## config.mk

```make
export PLATFORM = sky130hd
export DESIGN_NAME = utf8_stream_decoder
export DESIGN_NICKNAME = d
export VERILOG_FILES = /design/src/design/utf8d_pkg.sv /design/src/design/utf8d_front.sv /design/src/design/utf8d_cmd_fifo.sv /design/src/design/utf8d_back.sv /design/src/design/utf8_stream_decoder.sv
export SDC_FILE = /design/constraint.sdc
export NUM_CORES = 1
export LEC_CHECK = 0
export ABC_AREA = 1
export BUFFER_PORTS_ARGS = -buffer_cell sky130_fd_sc_hd__clkbuf_2
export CORE_ASPECT_RATIO = 0.9
export CORE_MARGIN = 4
export CORE_UTILIZATION = 25
export CTS_CLUSTER_SIZE = 24
export DETAILED_ROUTE_END_ITERATION = 6
export GPL_ROUTABILITY_DRIVEN = 0
export GPL_TIMING_DRIVEN = 0
export HOLD_SLACK_MARGIN = 0.1
export PLACE_DENSITY = 0.44
export SLEW_MARGIN = 15
export SYNTH_ARGS = -nofsm -noshare
export SYNTH_HDL_FRONTEND = slang
export SYNTH_SLANG_ARGS = --single-unit
```

## constraint.sdc

```tcl
create_clock -name clk_i -period 10.4 [get_ports clk_i]
set_input_delay 2.08 -clock clk_i [delete_from_list [all_inputs] [get_ports clk_i]]
set_output_delay 2.08 -clock clk_i [all_outputs]
set_load 0.03 [all_outputs]
```

## src/design/utf8d_pkg.sv

```systemverilog
// shared types, widths and codes for the utf-8 stream decoder
package utf8d_pkg;

  localparam int unsigned CP_W      = 26;
  localparam int unsigned BYTE_W    = 8;
  localparam int unsigned CNT_W     = 3;
  localparam int unsigned CMD_DEPTH = 4;
  localparam int unsigned PTR_W     = $clog2(CMD_DEPTH);
  localparam int unsigned FILL_W    = $clog2(CMD_DEPTH + 1);

  // class of a byte seen as the start of a sequence
  typedef enum logic [2:0] {
    LEAD_ASCII,
    LEAD_TWO,
    LEAD_THREE,
    LEAD_FOUR,
    LEAD_FIVE,
    LEAD_BAD
  } lead_e;

  // work handed from front to back: a run of error results, then an optional character
  typedef struct packed {
    logic [CNT_W-1:0] err_cnt;
    logic             has_char;
    logic [CP_W-1:0]  cp;
    logic [CNT_W-1:0] used;
  } cmd_t;

  function automatic lead_e classify(input logic [BYTE_W-1:0] b);
    lead_e res;
    if (b[7] == 1'b0) begin
      res = LEAD_ASCII;
    end else if (b[7:5] == 3'b110) begin
      res = LEAD_TWO;
    end else if (b[7:4] == 4'b1110) begin
      res = LEAD_THREE;
    end else if (b[7:3] == 5'b11110) begin
      res = LEAD_FOUR;
    end else if (b[7:2] == 6'b111110) begin
      res = LEAD_FIVE;
    end else begin
      res = LEAD_BAD;
    end
    return res;
  endfunction

endpackage

```

## src/design/utf8d_front.sv

```systemverilog
// front end: sequence state and classification of each input byte into a command
module utf8d_front (
  input  logic                           clk_i,
  input  logic                           rst_ni,
  input  logic                           in_valid_i,
  output logic                           in_ready_o,
  input  logic [utf8d_pkg::BYTE_W-1:0]   byte_value_i,
  input  logic                           end_of_data_i,
  input  logic                           full_i,
  output logic                           push_o,
  output utf8d_pkg::cmd_t                cmd_o
);

  logic [utf8d_pkg::CP_W-1:0]  pv_q, pv_d;
  logic [utf8d_pkg::CNT_W-1:0] need_q, need_d;
  logic [utf8d_pkg::CNT_W-1:0] seen_q, seen_d;
  logic [utf8d_pkg::CNT_W-1:0] seen_inc;
  logic                        is_cont;
  logic                        accept;
  utf8d_pkg::lead_e            lead;
  utf8d_pkg::cmd_t             cmd;

  assign in_ready_o = !full_i;
  assign accept     = in_valid_i && !full_i;
  assign is_cont    = (byte_value_i[7:6] == 2'b10);
  assign seen_inc   = seen_q + 3'd1;
  assign lead       = utf8d_pkg::classify(byte_value_i);

  always_comb begin
    pv_d         = pv_q;
    need_d       = need_q;
    seen_d       = seen_q;
    cmd.err_cnt  = '0;
    cmd.has_char = 1'b0;
    cmd.cp       = '0;
    cmd.used     = 3'd1;
    if (need_q != '0 && is_cont) begin
      pv_d   = {pv_q[utf8d_pkg::CP_W-7:0], byte_value_i[5:0]};
      seen_d = seen_inc;
      if (seen_inc >= need_q) begin
        cmd.has_char = 1'b1;
        cmd.cp       = {pv_q[utf8d_pkg::CP_W-7:0], byte_value_i[5:0]};
        cmd.used     = need_q;
        pv_d         = '0;
        need_d       = '0;
        seen_d       = '0;
      end else if (end_of_data_i) begin
        cmd.err_cnt = seen_inc;
        pv_d        = '0;
        need_d      = '0;
        seen_d      = '0;
      end
    end else begin
      // an open sequence broken by a non-continuation byte: one error per byte taken
      cmd.err_cnt = (need_q != '0) ? seen_q : '0;
      pv_d        = '0;
      need_d      = '0;
      seen_d      = '0;
      case (lead)
        utf8d_pkg::LEAD_ASCII: begin
          cmd.has_char = 1'b1;
          cmd.cp       = {{(utf8d_pkg::CP_W-utf8d_pkg::BYTE_W){1'b0}}, byte_value_i};
        end
        utf8d_pkg::LEAD_TWO: begin
          need_d = 3'd2;
          seen_d = 3'd1;
          pv_d   = {{(utf8d_pkg::CP_W-5){1'b0}}, byte_value_i[4:0]};
        end
        utf8d_pkg::LEAD_THREE: begin
          need_d = 3'd3;
          seen_d = 3'd1;
          pv_d   = {{(utf8d_pkg::CP_W-4){1'b0}}, byte_value_i[3:0]};
        end
        utf8d_pkg::LEAD_FOUR: begin
          need_d = 3'd4;
          seen_d = 3'd1;
          pv_d   = {{(utf8d_pkg::CP_W-3){1'b0}}, byte_value_i[2:0]};
        end
        utf8d_pkg::LEAD_FIVE: begin
          need_d = 3'd5;
          seen_d = 3'd1;
          pv_d   = {{(utf8d_pkg::CP_W-2){1'b0}}, byte_value_i[1:0]};
        end
        default: begin
          cmd.err_cnt = cmd.err_cnt + 3'd1;
        end
      endcase
      // lead opened on the final byte: truncated at once
      if (end_of_data_i && need_d != '0) begin
        cmd.err_cnt = cmd.err_cnt + 3'd1;
        pv_d        = '0;
        need_d      = '0;
        seen_d      = '0;
      end
    end
  end

  assign push_o = accept && (cmd.err_cnt != '0 || cmd.has_char);
  assign cmd_o  = cmd;

  always_ff @(posedge clk_i or negedge rst_ni) begin
    if (!rst_ni) begin
      pv_q   <= '0;
      need_q <= '0;
      seen_q <= '0;
    end else if (accept) begin
      pv_q   <= pv_d;
      need_q <= need_d;
      seen_q <= seen_d;
    end
  end

endmodule

```

## src/design/utf8d_cmd_fifo.sv

```systemverilog
// short command queue between front and back
module utf8d_cmd_fifo (
  input  logic            clk_i,
  input  logic            rst_ni,
  input  logic            push_i,
  input  utf8d_pkg::cmd_t push_data_i,
  output logic            full_o,
  input  logic            pop_i,
  output logic            not_empty_o,
  output utf8d_pkg::cmd_t head_o
);

  utf8d_pkg::cmd_t               mem_q [utf8d_pkg::CMD_DEPTH];
  logic [utf8d_pkg::PTR_W-1:0]   wr_ptr_q, rd_ptr_q;
  logic [utf8d_pkg::FILL_W-1:0]  fill_q;
  logic                          do_push, do_pop;

  assign full_o      = (fill_q == utf8d_pkg::FILL_W'(utf8d_pkg::CMD_DEPTH));
  assign not_empty_o = (fill_q != '0);
  assign head_o      = mem_q[rd_ptr_q];
  assign do_push     = push_i && !full_o;
  assign do_pop      = pop_i && not_empty_o;

  always_ff @(posedge clk_i) begin
    if (do_push) begin
      mem_q[wr_ptr_q] <= push_data_i;
    end
  end

  always_ff @(posedge clk_i or negedge rst_ni) begin
    if (!rst_ni) begin
      wr_ptr_q <= '0;
      rd_ptr_q <= '0;
      fill_q   <= '0;
    end else begin
      if (do_push) begin
        wr_ptr_q <= wr_ptr_q + 1'b1;
      end
      if (do_pop) begin
        rd_ptr_q <= rd_ptr_q + 1'b1;
      end
      case ({do_push, do_pop})
        2'b10:   fill_q <= fill_q + 1'b1;
        2'b01:   fill_q <= fill_q - 1'b1;
        default: fill_q <= fill_q;
      endcase
    end
  end

endmodule

```

## src/design/utf8d_back.sv

```systemverilog
// back end: expands each command into result beats through an output register
module utf8d_back (
  input  logic                         clk_i,
  input  logic                         rst_ni,
  input  logic                         cmd_valid_i,
  input  utf8d_pkg::cmd_t              cmd_i,
  output logic                         pop_o,
  output logic                         out_valid_o,
  input  logic                         out_ready_i,
  output logic [utf8d_pkg::CP_W-1:0]   code_point_o,
  output logic                         is_valid_o,
  output logic [utf8d_pkg::CNT_W-1:0]  bytes_used_o,
  output logic                         last_of_run_o
);

  logic [utf8d_pkg::CNT_W-1:0] idx_q;
  logic [utf8d_pkg::CNT_W-1:0] total;
  logic                        err_slot;
  logic                        last;
  logic                        load;
  logic                        out_valid_q;
  logic [utf8d_pkg::CP_W-1:0]  cp_q;
  logic                        ok_q;
  logic [utf8d_pkg::CNT_W-1:0] used_q;
  logic                        last_q;

  assign total    = cmd_i.err_cnt + {2'b00, cmd_i.has_char};
  assign err_slot = (idx_q < cmd_i.err_cnt);
  assign last     = ((idx_q + 3'd1) == total);
  assign load     = cmd_valid_i && (!out_valid_q || out_ready_i);
  assign pop_o    = load && last;

  always_ff @(posedge clk_i or negedge rst_ni) begin
    if (!rst_ni) begin
      idx_q       <= '0;
      out_valid_q <= 1'b0;
    end else begin
      if (load) begin
        idx_q <= last ? '0 : idx_q + 3'd1;
      end
      if (load) begin
        out_valid_q <= 1'b1;
      end else if (out_ready_i) begin
        out_valid_q <= 1'b0;
      end
    end
  end

  always_ff @(posedge clk_i) begin
    if (load) begin
      cp_q   <= err_slot ? '0 : cmd_i.cp;
      ok_q   <= !err_slot;
      used_q <= err_slot ? 3'd1 : cmd_i.used;
      last_q <= last;
    end
  end

  assign out_valid_o   = out_valid_q;
  assign code_point_o  = cp_q;
  assign is_valid_o    = ok_q;
  assign bytes_used_o  = used_q;
  assign last_of_run_o = last_q;

endmodule

```

## src/design/utf8_stream_decoder.sv

```systemverilog
// top level of the byte-serial utf-8 decoder (1 to 5 byte sequences)
// path: a byte's first result beat passes through the command queue, then the output register
// throughput: one byte per cycle while each byte gives at most one result and the receiver
//   does not stall; a byte that gives k results holds the back end until its expander has sent all k beats
// the 4-entry command queue lets the front keep taking bytes during error runs
// reset: rst_ni low clears sequence state, queue and output valid asynchronously
module utf8_stream_decoder (
  input  logic                         clk_i,
  input  logic                         rst_ni,
  // byte input channel
  input  logic                         in_valid_i,
  output logic                         in_ready_o,
  input  logic [utf8d_pkg::BYTE_W-1:0] byte_value_i,
  input  logic                         end_of_data_i,
  // result channel
  output logic                         out_valid_o,
  input  logic                         out_ready_i,
  output logic [utf8d_pkg::CP_W-1:0]   code_point_o,
  output logic                         is_valid_o,
  output logic [utf8d_pkg::CNT_W-1:0]  bytes_used_o,
  output logic                         last_of_run_o
);

  // front to queue
  logic            push;
  utf8d_pkg::cmd_t push_cmd;
  logic            full;
  // queue to back
  logic            pop;
  logic            head_valid;
  utf8d_pkg::cmd_t head_cmd;

  // front: holds the open sequence and turns each byte into at most one command
  utf8d_front u_front (
    .clk_i         (clk_i),
    .rst_ni        (rst_ni),
    .in_valid_i    (in_valid_i),
    .in_ready_o    (in_ready_o),
    .byte_value_i  (byte_value_i),
    .end_of_data_i (end_of_data_i),
    .full_i        (full),
    .push_o        (push),
    .cmd_o         (push_cmd)
  );

  // commands wait here so front and back stall independently
  utf8d_cmd_fifo u_fifo (
    .clk_i       (clk_i),
    .rst_ni      (rst_ni),
    .push_i      (push),
    .push_data_i (push_cmd),
    .full_o      (full),
    .pop_i       (pop),
    .not_empty_o (head_valid),
    .head_o      (head_cmd)
  );

  // back: error beats first, then the decoded character, last beat flagged
  utf8d_back u_back (
    .clk_i         (clk_i),
    .rst_ni        (rst_ni),
    .cmd_valid_i   (head_valid),
    .cmd_i         (head_cmd),
    .pop_o         (pop),
    .out_valid_o   (out_valid_o),
    .out_ready_i   (out_ready_i),
    .code_point_o  (code_point_o),
    .is_valid_o    (is_valid_o),
    .bytes_used_o  (bytes_used_o),
    .last_of_run_o (last_of_run_o)
  );

endmodule

```

# [Word-level counts from Yosys, hierarchy flattened]
# Memory sizes are Yosys's and may differ from the RTL's.
# Cells that the tools add are included.
[totals] n_memories=1 output_inout_bits=33 ram_bits=132 input_bits=13 ff_bits=68
[op_classes] n_lt_le_gt_ge=2 muxes=37 reduce_logical=23 add_sub_neg=9 eq_ne=14
[mem_list] memory="u_fifo.mem_q" words=4 width=33 rd=1 rd_clocked_by_memory_dff=0 write_ports=1 line="utf8d_cmd_fifo.sv:13" rtl="utf8d_pkg::cmd_t mem_q [utf8d_pkg::CMD_DEPTH];"
[op_table] operator="20-bit 2-to-1 mux" count=3
[op_table] operator="3-bit 2-to-1 mux" count=20
[op_table] operator="30-bit 2-to-1 mux" count=2
[op_table] operator="27-bit 2-to-1 mux" count=1
[op_table] operator="5-bit one-hot mux with 4 select lines" count=1
[op_table] operator="3-bit by 1-bit adder with 3-bit output (second input constant)" count=5
[op_table] operator="3-bit one-hot mux with 4 select lines" count=1
[op_table] operator="3-bit nonzero test" count=4
[op_table] operator="3-bit equality test (second input constant)" count=3
[op_table] operator="1-bit logical AND" count=8
[op_table] operator="1-bit 2-to-1 mux" count=7
[op_table] operator="3-bit by 2-bit equality test with 1-bit output (second input constant)" count=2
[op_table] operator="6-bit equality test (second input constant)" count=1
[op_table] operator="3-bit one-hot mux with 2 select lines" count=1
[op_table] operator="5-bit equality test (second input constant)" count=1
[op_table] operator="5-bit 2-to-1 mux" count=1
[op_table] operator="5-bit OR reduction" count=1
[op_table] operator="2-bit by 1-bit adder with 2-bit output (second input constant)" count=2
[op_table] operator="2-bit equality test (second input constant)" count=2
[op_table] operator="4-bit equality test (second input constant)" count=1
[op_table] operator="2-bit nonzero test" count=2
[op_table] operator="4-bit OR reduction" count=1
[op_table] operator="3-bit by 1-bit adder with 3-bit output" count=1
[op_table] operator="3-bit by 1-bit equality test with 1-bit output (second input constant)" count=1
[op_table] operator="other kinds (10)" count=13

# [Logic depth before layout (Yosys ltp)]
[logic_depth] word_depth=19 ltp_mapped=22

# [Modules after synthesis]
# A second synthesis with hierarchy kept.
[unflattened] hier_cells=837 hier_area_um2=9246.4
[modules_own_cells] mod="utf8d_cmd_fifo" instances=1 area_per_inst_um2=5858.1 cells_per_inst=445
[modules_own_cells] mod="utf8d_front" instances=1 area_per_inst_um2=1746.7 cells_per_inst=237
[modules_own_cells] mod="utf8d_back" instances=1 area_per_inst_um2=1641.6 cells_per_inst=155

# [Worst setup path before layout]
# OpenSTA, ideal clock, no wires.
[synth_path] path_type="input port to flip-flop" from="input byte_value_i[7] (netlist name)" to="memory u_fifo.mem_q[0][0] (netlist name) (enable)" n_path_buf=0 stages=16 setup_slack_ns=5.282 t_arrival_ns=4.695 path_cell_list="nand2_2 clkinv_2 nand3_4 nand2_2 nand2_2 nand2_1 ha_1 nand3_1 inv_1 nand2_1 nand3_1 nand2_1 inv_1 nand2_2 nand2_4 nor2_1"
[synth_lines] element="start, declared" line="utf8_stream_decoder.sv:13" rtl="input logic [utf8d_pkg::BYTE_W-1:0] byte_value_i,"
[synth_lines] element="end, declared" line="utf8d_cmd_fifo.sv:13"

# [Worst setup path in the final report]
[layout_path] from="input byte_value_i[4] (netlist name)" to="register u_fifo.fill_q[2] (netlist name)"
[layout_between] elab_chain_len=19 elab_cells_between_ends=32 classes_between="add/sub (1); eq/ne (9); mux (13); reduce/logical (9)"
[layout_rtl] element="6-bit equality test" line="utf8d_pkg.sv:39" rtl="end else if (b[7:2] == 6'b111110) begin"
[layout_rtl] element="1-bit 2-to-1 mux" line="utf8d_pkg.sv:39"
[layout_rtl] element="3-bit 2-to-1 mux" line="utf8d_pkg.sv:37" rtl="end else if (b[7:3] == 5'b11110) begin"
[layout_rtl] element="3-bit 2-to-1 mux *" line="utf8d_pkg.sv:35" rtl="end else if (b[7:4] == 4'b1110) begin"
[layout_rtl] element="3-bit 2-to-1 mux *" line="utf8d_pkg.sv:33" rtl="end else if (b[7:5] == 3'b110) begin"
[layout_rtl] element="3-bit 2-to-1 mux *" line="utf8d_pkg.sv:31" rtl="if (b[7] == 1'b0) begin"
[layout_rtl] element="3-bit by 1-bit equality test with 1-bit output, or another cell as far along" line="utf8d_front.sv:59" rtl="case (lead)"
[layout_rtl] element="5-bit OR reduction (no source line) / 3-bit one-hot mux with 4 select lines (equally long branches)"
[layout_rtl] element="[... 3 more ...]"
[layout_rtl] element="3-bit 2-to-1 mux" line="utf8d_front.sv:89" rtl="if (end_of_data_i && need_d != '0) begin"
[layout_rtl] element="30-bit 2-to-1 mux *" line="utf8d_front.sv:37" rtl="if (need_q != '0 && is_cont) begin"
[layout_rtl] element="3-bit nonzero test" line="utf8d_front.sv:98" rtl="assign push_o = accept && (cmd.err_cnt != '0 || cmd.has_char);"
[layout_rtl] element="1-bit logical OR *" line="utf8d_front.sv:98"
[layout_rtl] element="1-bit logical AND *" line="utf8d_front.sv:98"
[layout_rtl] element="1-bit logical AND *" line="utf8d_cmd_fifo.sv:21" rtl="assign do_push = push_i && !full_o;"
[layout_rtl] element="2-bit by 1-bit equality test with 1-bit output / 2-bit equality test (equally long branches)" line="utf8d_cmd_fifo.sv:42" rtl="case ({do_push, do_pop})"
[layout_rtl] element="3-bit one-hot mux with 2 select lines / 2-bit nonzero test (equally long branches)"
[layout_rtl] element="end signal, assigned" line="utf8d_cmd_fifo.sv:43" rtl="2'b10: fill_q <= fill_q + 1'b1;"
[layout_rtl] element="end signal, assigned" line="utf8d_cmd_fifo.sv:44" rtl="2'b01: fill_q <= fill_q - 1'b1;"
[layout_rtl] element="end signal, assigned" line="utf8d_cmd_fifo.sv:45" rtl="default: fill_q <= fill_q;"
[layout_rtl] element="end, declared" line="utf8d_cmd_fifo.sv:15" rtl="logic [utf8d_pkg::FILL_W-1:0] fill_q;"
# Every way passes the cells marked *; elsewhere a longest branch is shown, timed or not. The select of a mux whose other input is x is not followed.
# A chain may end at the register's enable or synchronous reset.

==> results.sh <==
export IMPL_cts_buffer_depth=2
export IMPL_worstPathArrival_ps=4850
export IMPL_worst_slew_pin_slew_ps=1020
export IMPL_synthArstFlopShare_pct=18.5
export IMPL_yosysTopAreaCell="edfxtp_1"
export IMPL_yosysMostFrequentCell="edfxtp_1"
export IMPL_fmax_ghz=0.221
export IMPL_syn_cell_area_um2=8490
export IMPL_end_kind="register"
export IMPL_cp_top_family="simple AND/OR/NAND/NOR gates"
export IMPL_holdPathStages=1
export IMPL_crit_buf_inv=2
export IMPL_core_um2=33200
export IMPL_n_fill_cell=3366
export IMPL_crit_fanout=7
export IMPL_synth_ff_type="edfxtp_1"
export IMPL_synthTopCellsByCount="edfxtp_1, nor2_1, o21ai_0"
export IMPL_synthCells=731
export IMPL_syn_nets=761
export IMPL_power_density_nw_per_um2=289
export IMPL_status="complete, no violations"
export IMPL_io_pins=46
export IMPL_drc=0
export IMPL_ys_ff_latch=200
export IMPL_synth_xor_area_share_pct=0.929
export IMPL_hold_viol_final=0
export IMPL_initial_utilization_pct=25.6
export IMPL_cts_inserted_buffers=17
export IMPL_routedWlPerCell_um=16.9
export IMPL_antenna_cells=0
export IMPL_grt_max_degree=38
export IMPL_tritoncts="done"
export IMPL_hpwl_um=14800
export IMPL_cp_required_ps=10730
export IMPL_dieArea_um2=37000
export IMPL_synth_compound_area_share_pct=9.79
export IMPL_cts_hold_fix_buffers=0
export IMPL_max_slew_margin_rel_pct=32.0
export IMPL_rows=63
export IMPL_cts_htree_levels=4
export IMPL_dr_first_iter_drc_count=435
export IMPL_post_cts_buffers=0
export IMPL_wirelength_um=21400
export IMPL_grt_pass1_vias=5451
export IMPL_fin_skew_ps=17.2
export IMPL_worstSetupPathType="in2reg"
export IMPL_port_buffer_count=44
export IMPL_clk_latency_ps=440
export IMPL_grt_overflow_total=0
export IMPL_vdd_drop_max_v=0.000107
export IMPL_ys_seq_area_share_pct=68.6
export IMPL_yosys_area_share_simple_pct=13.3
export IMPL_crit_top_cell="nand2_2"
export IMPL_dr_pass1_iters=5
export IMPL_yosysTopAreaCellShare_pct=57.7
export IMPL_worst_r2r_path_depth=10
export IMPL_cts_resized=0
export IMPL_fin_area_um2=10100
export IMPL_synth_area_mux_share_pct=0
export IMPL_cts_sinks=200
export IMPL_finalSetupTns_ps=0
export IMPL_synth_top_family_by_area="simple AND/OR/NAND/NOR gates"
export IMPL_drt_antenna_violating_nets=0
export IMPL_slew_viol_final=0
export IMPL_period_share_pct=43.4
export IMPL_finalCriticalPeriod_ps=4520
export IMPL_antenna_found_initial=0
export IMPL_synth_area_top_cells="edfxtp_1, dfrtp_1, nor2_1"
export IMPL_p_total_mw=2.90
export IMPL_nets=829
export IMPL_area_growth_pct=18.4
export IMPL_synth_cell_types=39
export IMPL_clk_pin_slew_ps=80
export IMPL_die_w_um=202
export IMPL_hp_class="reg2reg"
export IMPL_grt_first_pass_wirelength_um=33500
export IMPL_ys_warn_count=0
export IMPL_synth_edf_count=163
export IMPL_vias_per_cell=4.28
export IMPL_die_height_um=183
export IMPL_drv_cap=0
export IMPL_synthAdderAreaFrac_pct=2.59
export IMPL_via_count=5421
export IMPL_critPathSlowestCell="fa_1"
export IMPL_p_leak_nw=3.77
export IMPL_grt_usage_pct=11.8
export IMPL_cp_depth=19
export IMPL_cp_start_kind="input pin"
export IMPL_rsz0062_at_grt="false"
export IMPL_worstPathCellList="clkbuf_2, nand2_1, o21ai_2, nand2_2, nand2_2, nand2_1, ha_1, nand3b_1, nand3_1, nand3_1, nor2_2, nand2_2, nand2_4, ha_1, inv_1, fa_1, a21oi_1, o21ai_0, xnor2_1"
export IMPL_synth_area_per_cell_um2=11.6
export IMPL_clockRootBuffer="clkbuf_16"
export IMPL_slowest_delay_ps=370
export IMPL_drive_gt1_share_pct=15.6
export IMPL_place_area_um2=9430
export IMPL_finalSetupViolations=0
==> where the power goes <==
| group | total [mW] | internal (mW) | leakage (nW) | switching, mW |
|---|---|---|---|---|
| Clock | 0.680 | 0.329 | 0.297 | 0.351 |
| Combinational | 1.08 | 0.306 | 1.44 | 0.776 |
| Sequential | 1.14 | 1.09 | 2.03 | 0.0519 |
| Total | 2.90 | 1.72 | 3.77 | 1.18 |
==> cells in the final DEF, fill, tap and decap left out, types with 6 or more instances in the layout <==
cell,instances
a21oi_1,7
a22oi_1,28
buf_2,8
clkbuf_1,20
clkbuf_16,17
clkbuf_2,44
clkinv_8,8
dfrtp_1,37
edfxtp_1,163
ha_1,16
inv_1,54
inv_2,7
nand2_1,44
nand2_2,9
nand3_1,38
nor2_1,150
nor2_4,6
o21ai_0,88
o22ai_1,8
==> state kept, by name (all words and copies together) (netlist names), 3 cells and up <==
signal,count
u_back.bytes_used_o,3
u_back.code_point_o,26
u_back.idx_q,3
u_fifo.fill_q,3
u_fifo.mem_q,132
u_front.need_q,3
u_front.pv_q,20
u_front.seen_q,3
==> layout make-up <==
cell class                 count  area (µm²)  area share, %
sequential                   200        5820           57.9
multi-input combinational    431        2290           22.8
tap                          455         569           5.66
clock buffer                  17         425           4.23
timing repair buffer          49         343           3.41
inverter                      64         241           2.40
clock inverter                15         194           1.93
buffer                        36         168           1.67
==> layer usage <==
metal  track usage (%)  part of all wire (%)
met2              19.2                    46
met1              16.5                    50
met4              2.85                  0.96
met3              2.19                   3.2
met5                 0                     0
==> stage by stage <==
step           utilization (%)  hold slack [ps]  cells  setup WS (ps)
2_1_floorplan                -              446    731           5280
3_3_place_gp              28.0              464   1230           3430
3_5_place_dp              28.4              475   1235           5420
4_1_cts                   30.3              488   1267           5900
5_1_grt                   30.3              519   1267           5650
6_report                  30.3              480   1267           5880
==> worst paths after layout <==
path,slack (ps),start,to
worst max-delay path,5880,byte_value_i[4],u_fifo.fill_q[2]
worst min-delay path,480,u_fifo.fill_q[0],u_fifo.fill_q[0]
worst max register to register,6490,u_fifo.rd_ptr_q[0],u_back.code_point_o[14]
worst min register to register,480,u_fifo.fill_q[0],u_fifo.fill_q[0]
max in group asynchronous,7950,rst_ni,u_front.pv_q[15]
min in group asynchronous,1800,rst_ni,u_fifo.fill_q[0]
==> logic make-up (layout without fill, tap and decap cells) <==
group | count (synthesis) | after routing
buffers and inverters | 100 | 181
AOI/OAI and AO/OA | 144 | 144
adders and majority gates | 17 | 17
and+or+nand+nor | 261 | 261
DFF | 200 | 200
xor gates and xnor gates | 9 | 9
Note: power is estimated with default switching activity, not from simulation.
